[src/hdl/ajb_pkg.sv]
// Package for the audio jitter buffer: opcodes, modes, sizes and the request type
// passed from the front part to the back part. No dependencies.
package ajb_pkg;

    localparam int RingDepth = 256;
    localparam int PtrW = $clog2(RingDepth) + 1;
    localparam int AddrW = $clog2(RingDepth);
    localparam int MaxRepeat = 8;
    localparam int RepW = $clog2(MaxRepeat + 1);
    localparam int QDepth = 4;
    localparam int QAddrW = $clog2(QDepth);

    typedef enum logic [1:0] {
        OP_HEADER = 2'd0,
        OP_FRAME  = 2'd1,
        OP_BATCH  = 2'd2,
        OP_READ   = 2'd3
    } t_opcode;

    typedef enum logic [1:0] {
        MODE_IDLE      = 2'd0,
        MODE_BUFFERING = 2'd1,
        MODE_STREAMING = 2'd2
    } t_mode;

    typedef enum logic [1:0] {
        CFG_RATIO  = 2'd0,
        CFG_PREBUF = 2'd1,
        CFG_TARGET = 2'd2,
        CFG_MAX    = 2'd3
    } t_cfg_idx;

    typedef enum logic [1:0] {
        ST_IDLE    = 2'd0,
        ST_SILENCE = 2'd1,
        ST_READ    = 2'd2,
        ST_EMIT    = 2'd3
    } t_state;

    typedef struct packed {
        t_opcode     op;
        logic        gap_ok;
        logic [7:0]  gap;
        logic [15:0] count;
        logic [15:0] left;
        logic [15:0] right;
        logic        eop;
        logic [31:0] now;
    } t_req;

endpackage

[src/hdl/ajb_front.sv]
// Front part of the audio jitter buffer: accepts items, tracks the sequence number
// and queues classified requests for the back part. Uses ajb_pkg.
module ajb_front
    import ajb_pkg::*;
(
    input  logic        i_clk,
    input  logic        i_rst_n,
    input  logic        i_valid,
    output logic        o_stall,
    input  logic [1:0]  i_opcode,
    input  logic [7:0]  i_seq_num,
    input  logic [15:0] i_frame_count,
    input  logic [15:0] i_left_in,
    input  logic [15:0] i_right_in,
    input  logic        i_end_of_packet,
    input  logic [31:0] i_time_us,
    output logic        o_req_valid,
    output t_req        o_req,
    input  logic        i_req_pop
);

    t_req               r_queue [QDepth];
    logic [QAddrW:0]    r_wr, r_rd;
    logic [7:0]         r_next_seq;
    logic               r_started;
    logic               acc;
    logic [7:0]         gap;
    t_req               req;

    assign o_stall = ((r_wr - r_rd) == (QAddrW+1)'(QDepth));
    assign acc = i_valid && !o_stall;
    assign gap = i_seq_num - r_next_seq;
    assign o_req_valid = (r_wr != r_rd);
    assign o_req = r_queue[r_rd[QAddrW-1:0]];

    always_comb begin
        req.op = t_opcode'(i_opcode);
        req.gap_ok = r_started && gap != 8'd0 && !gap[7];
        req.gap = gap;
        req.count = i_frame_count;
        req.left = i_left_in;
        req.right = i_right_in;
        req.eop = i_end_of_packet;
        req.now = i_time_us;
    end

    always_ff @(posedge i_clk) begin
        if (acc) begin
            r_queue[r_wr[QAddrW-1:0]] <= req;
        end
    end

    always_ff @(posedge i_clk) begin
        if (!i_rst_n) begin
            r_wr <= '0;
            r_rd <= '0;
            r_next_seq <= '0;
            r_started <= 1'b0;
        end else begin
            if (acc) begin
                r_wr <= r_wr + 1'b1;
                if (t_opcode'(i_opcode) == OP_HEADER) begin
                    r_started <= 1'b1;
                    r_next_seq <= i_seq_num + 8'd1;
                end
            end
            if (i_req_pop) begin
                r_rd <= r_rd + 1'b1;
            end
        end
    end

endmodule

[config.mk]
export PLATFORM = sky130hd
export DESIGN_NAME = ajb_front
export DESIGN_NICKNAME = d
export VERILOG_FILES = /design/src/hdl/ajb_pkg.sv /design/src/hdl/ajb_front.sv
export SDC_FILE = /design/constraint.sdc
export NUM_CORES = 1
export LEC_CHECK = 0
export BUFFER_PORTS_ARGS = -buffer_cell sky130_fd_sc_hd__clkbuf_2
export CAP_MARGIN = 25
export CORE_MARGIN = 5
export CORE_UTILIZATION = 50
export CTS_CLUSTER_SIZE = 25
export DETAILED_ROUTE_END_ITERATION = 8
export PLACE_DENSITY = 0.71
export SETUP_SLACK_MARGIN = 0.4
export SLEW_MARGIN = 20
export SYNTH_ARGS = -nofsm -noshare
export SYNTH_HDL_FRONTEND = slang
export SYNTH_SLANG_ARGS = --single-unit
export TNS_END_PERCENT = 30
[constraint.sdc]
create_clock -name i_clk -period 7.8 [get_ports i_clk]
set_input_delay 0.78 -clock i_clk [delete_from_list [all_inputs] [get_ports i_clk]]
set_output_delay 0.78 -clock i_clk [all_outputs]
set_load 0.005 [all_outputs]
==> run_results.csv <==
group,metric,value,unit
status,run_status,"finished, final reports clean",
pwr,ir_drop,0.155,mV
die,initial_core_util,50.4,%
global_route,grt_pass1_vias,7303,
route,wirelength,26600,microns
die,design.die.area,0.0324,sq mm
clocking,post_cts_resized,0,
critical_path,slowest_stage,"dfxtp_4",
sta,maxSlewHeadroom,41.0,%
clocking,h-tree-depth,2,
logic_synthesis,synthCells,616,
route,route.detailed.drc,0,
die,io_pins,189,
logic_synthesis,synth_area_leaders,"edfxtp_1 77%, mux4_2 14%, dfxtp_1 2.4%, ha_1 1.3%, a211oi_2 0.61%",
critical_path,cp_slowest_stage_delay,0.76,ns
cells_and_area,diodes,0,
logic_synthesis,yosysTopAreaCell,"edfxtp_1",
cells_and_area,final_cell_mix,"368 x edfxtp_1, 188 x clkbuf_2, 92 x mux4_2",
clocking,clk_pin_slew,0.06,ns
critical_path,worstSetupPathType,"reg2out",
die,rows,62,
critical_path,critical_path.max_fanout,53,
cells_and_area,syn_to_final_growth,17.4,%
place,place_area,0.0158,sq mm
die,core-area,0.0286,sq mm
cells_and_area,layout.nets,939,
sta,min_period,3.39,ns
logic_synthesis,synthAdderAreaFrac,1.44,%
logic_synthesis,synth_xor_area_share,1.26,%
critical_path,crit-reg2reg-launch,"r_rd[1]$_SDFFE_PN0P_",
clocking,cts_post_setup_buffers_inserted,0,
cells_and_area,drive_above_1_share,41.1,%
logic_synthesis,avgSynthCellArea,23.4,sq um
sta,rsz0062_at_grt,"no",
critical_path,crit_chain,"buf_4, mux4_2, clkbuf_2",
critical_path,cp-end-kind,"primary output",
logic_synthesis,synth-compound-area-share,1.31,%
logic_synthesis,yosys.area_share.simple,1.25,%
die,dieHeight,180,microns
clocking,cts_tree,"yes",
worst_hold_path,min_from,"r_started$_SDFFE_PN0P_",
die,fp.dieW,180,microns
global_route,grt_use_total,16.6,%
global_route,overflow,0,
cells_and_area,final_area,0.0169,sq mm
clocking,postCtsHoldBufs,0,
route,drt_first_pass_iters,4,
logic_synthesis,synth_seq_cells,385,
critical_path,arrival,2.61,ns
clocking,clock_path_buffers,3,
sta,fin_crit_sh,43.4,%
critical_path,startpoint_type,"flip-flop",
logic_synthesis,synthMuxAreaShare,14.6,%
logic_synthesis,yosys_warnings,0,
route,postRouteAntennaNets,0,
clocking,cts.sinks,385,
worst_hold_path,hp-class,"reg2reg",
global_route,grt_pass1_wl,42200,microns
sta,slew_viol_final,0,
job,maxCapViolCount,0,
sta,finalSetupViolations,0,
pwr,powerDensity,276,mW/mm^2
sta,layout_setup_ws,4.41,ns
clocking,clkLatencyLatePin,0.51,ns
place,pre_cts_ws,4.69,ns
logic_synthesis,synth_cell_type_count,35,
cells_and_area,finish.utilization,59.2,%
route,via_count,6724,
sta,finalHoldViolCount,0,
pwr,power_leakage,5.77,nW
sta,fin_worst_skew,0.0208,ns
logic_synthesis,synth-seq-area-share,78.9,%
place,dp.final_hpwl,16100,microns
sta,worst_slew_pin_slew,0.885,ns
global_route,grt_max_degree,56,
global_route,antenna_found_initial,1,
route,viasPerCell,5.44,
place,port_buffers,188,
clocking,clockRootBuffer,"clkbuf_16",
clocking,cts_made_buffers,38,
critical_path,critPathRequiredTime,7.02,ns
route,drt-wirelength-per-cell,21.5,microns
logic_synthesis,syn_nets,727,
place,routabilityCongestion,0.720,
route,dr.first_iter.drc_count,509,
sta,fmax,295,MHz
logic_synthesis,synth_area,0.0144,sq mm
cells_and_area,final_common_cell,"edfxtp_1",
logic_synthesis,synth_top_area_share,76.5,%
logic_synthesis,synth_top_family_by_area,"multiplexers",
sta,setup_tns,0,ns
## critical path: cells and delay by family, from the launching register on
kind | cells | cell delay, ns
mux | 1 | 0.42
flops | 1 | 0.76
buf+inv | 2 | 0.87
## kinds of logic (layout without fill, tap and decap cells)
logic type	Yosys count	after routing
AND/OR/NAND/NOR	39	39
AO/OA/AOI/OAI	22	22
XOR/XNOR	19	19
flip-flops	385	385
adder cells (fa/ha/maj)	16	16
multiplexers	95	95
buffers and inverters	40	276
## final timing paths
check / end / slack [ns] / cells past startpoint
setup / recovery: o_req[78] / 4.41 / 3
hold / removal: r_started$_SDFFE_PN0P_ / 0.49 / 2
setup reg to reg: r_queue[1][38]$_DFFE_PP_ / 4.76 / 8
hold reg to reg: r_started$_SDFFE_PN0P_ / 0.49 / 2
## final cells by class
cell class / instances / area [sq um]
Tap cell: 384 / 480
Sequential cell: 385 / 11400
Inverter: 17 / 66.3
Timing Repair Buffer: 195 / 993
Multi-Input combinational cell: 191 / 2870
Fill cell: 2102 / 11700
Clock buffer: 49 / 1020
Clock inverter: 15 / 119
## Yosys cell counts (all sizes together)
cell    instances
edfxtp        368
mux4           92
nor2           21
dfxtp          17
inv            17
ha             15
buf            14
xnor2          11
clkbuf          9
a211oi          8
xor2            8
and2            4
nand2           4
a21oi           3
mux2i           3
nand3           3
o21ai           3
a21o            2
and3            2
nand2b          2
a311oi          1
a31o            1
a31oi           1
and4            1
fa              1
nor2b           1
nor4            1
o211a           1
o211ai          1
o21bai          1
## state kept, by name (all words and copies together) (netlist names), named ones only
signal	cells
r_queue	368
r_rd	3
r_wr	3
r_next_seq	8
r_started	1
## power by group
part	switching [mW]	total, mW	internal [mW]
registers	0.0444	2.48	2.44
clock network	0.690	1.68	0.986
logic	0.280	0.518	0.238
## through the flow
stage | power (mW) | hold WS [ns] | instances
6_report | 4.68 | 0.485 | 1236
5_1_grt | 4.88 | 0.471 | 1236
4_1_cts | 4.75 | 0.465 | 1236
3_5_place_dp | 3.06 | 0.470 | 1172
3_3_place_gp | 3.05 | 0.452 | 1172
2_1_floorplan | 2.83 | 0.439 | 616
## per-layer routing
metal	GRT usage (%)	share of wire, %	vias up
met5	0	0.049	-
met4	3.54	1.5	2
met3	3.92	6.2	36
met2	26.7	49	205
met1	23.6	44	3498
li1	-	-	2983
Power figures use the tool's default switching activity.
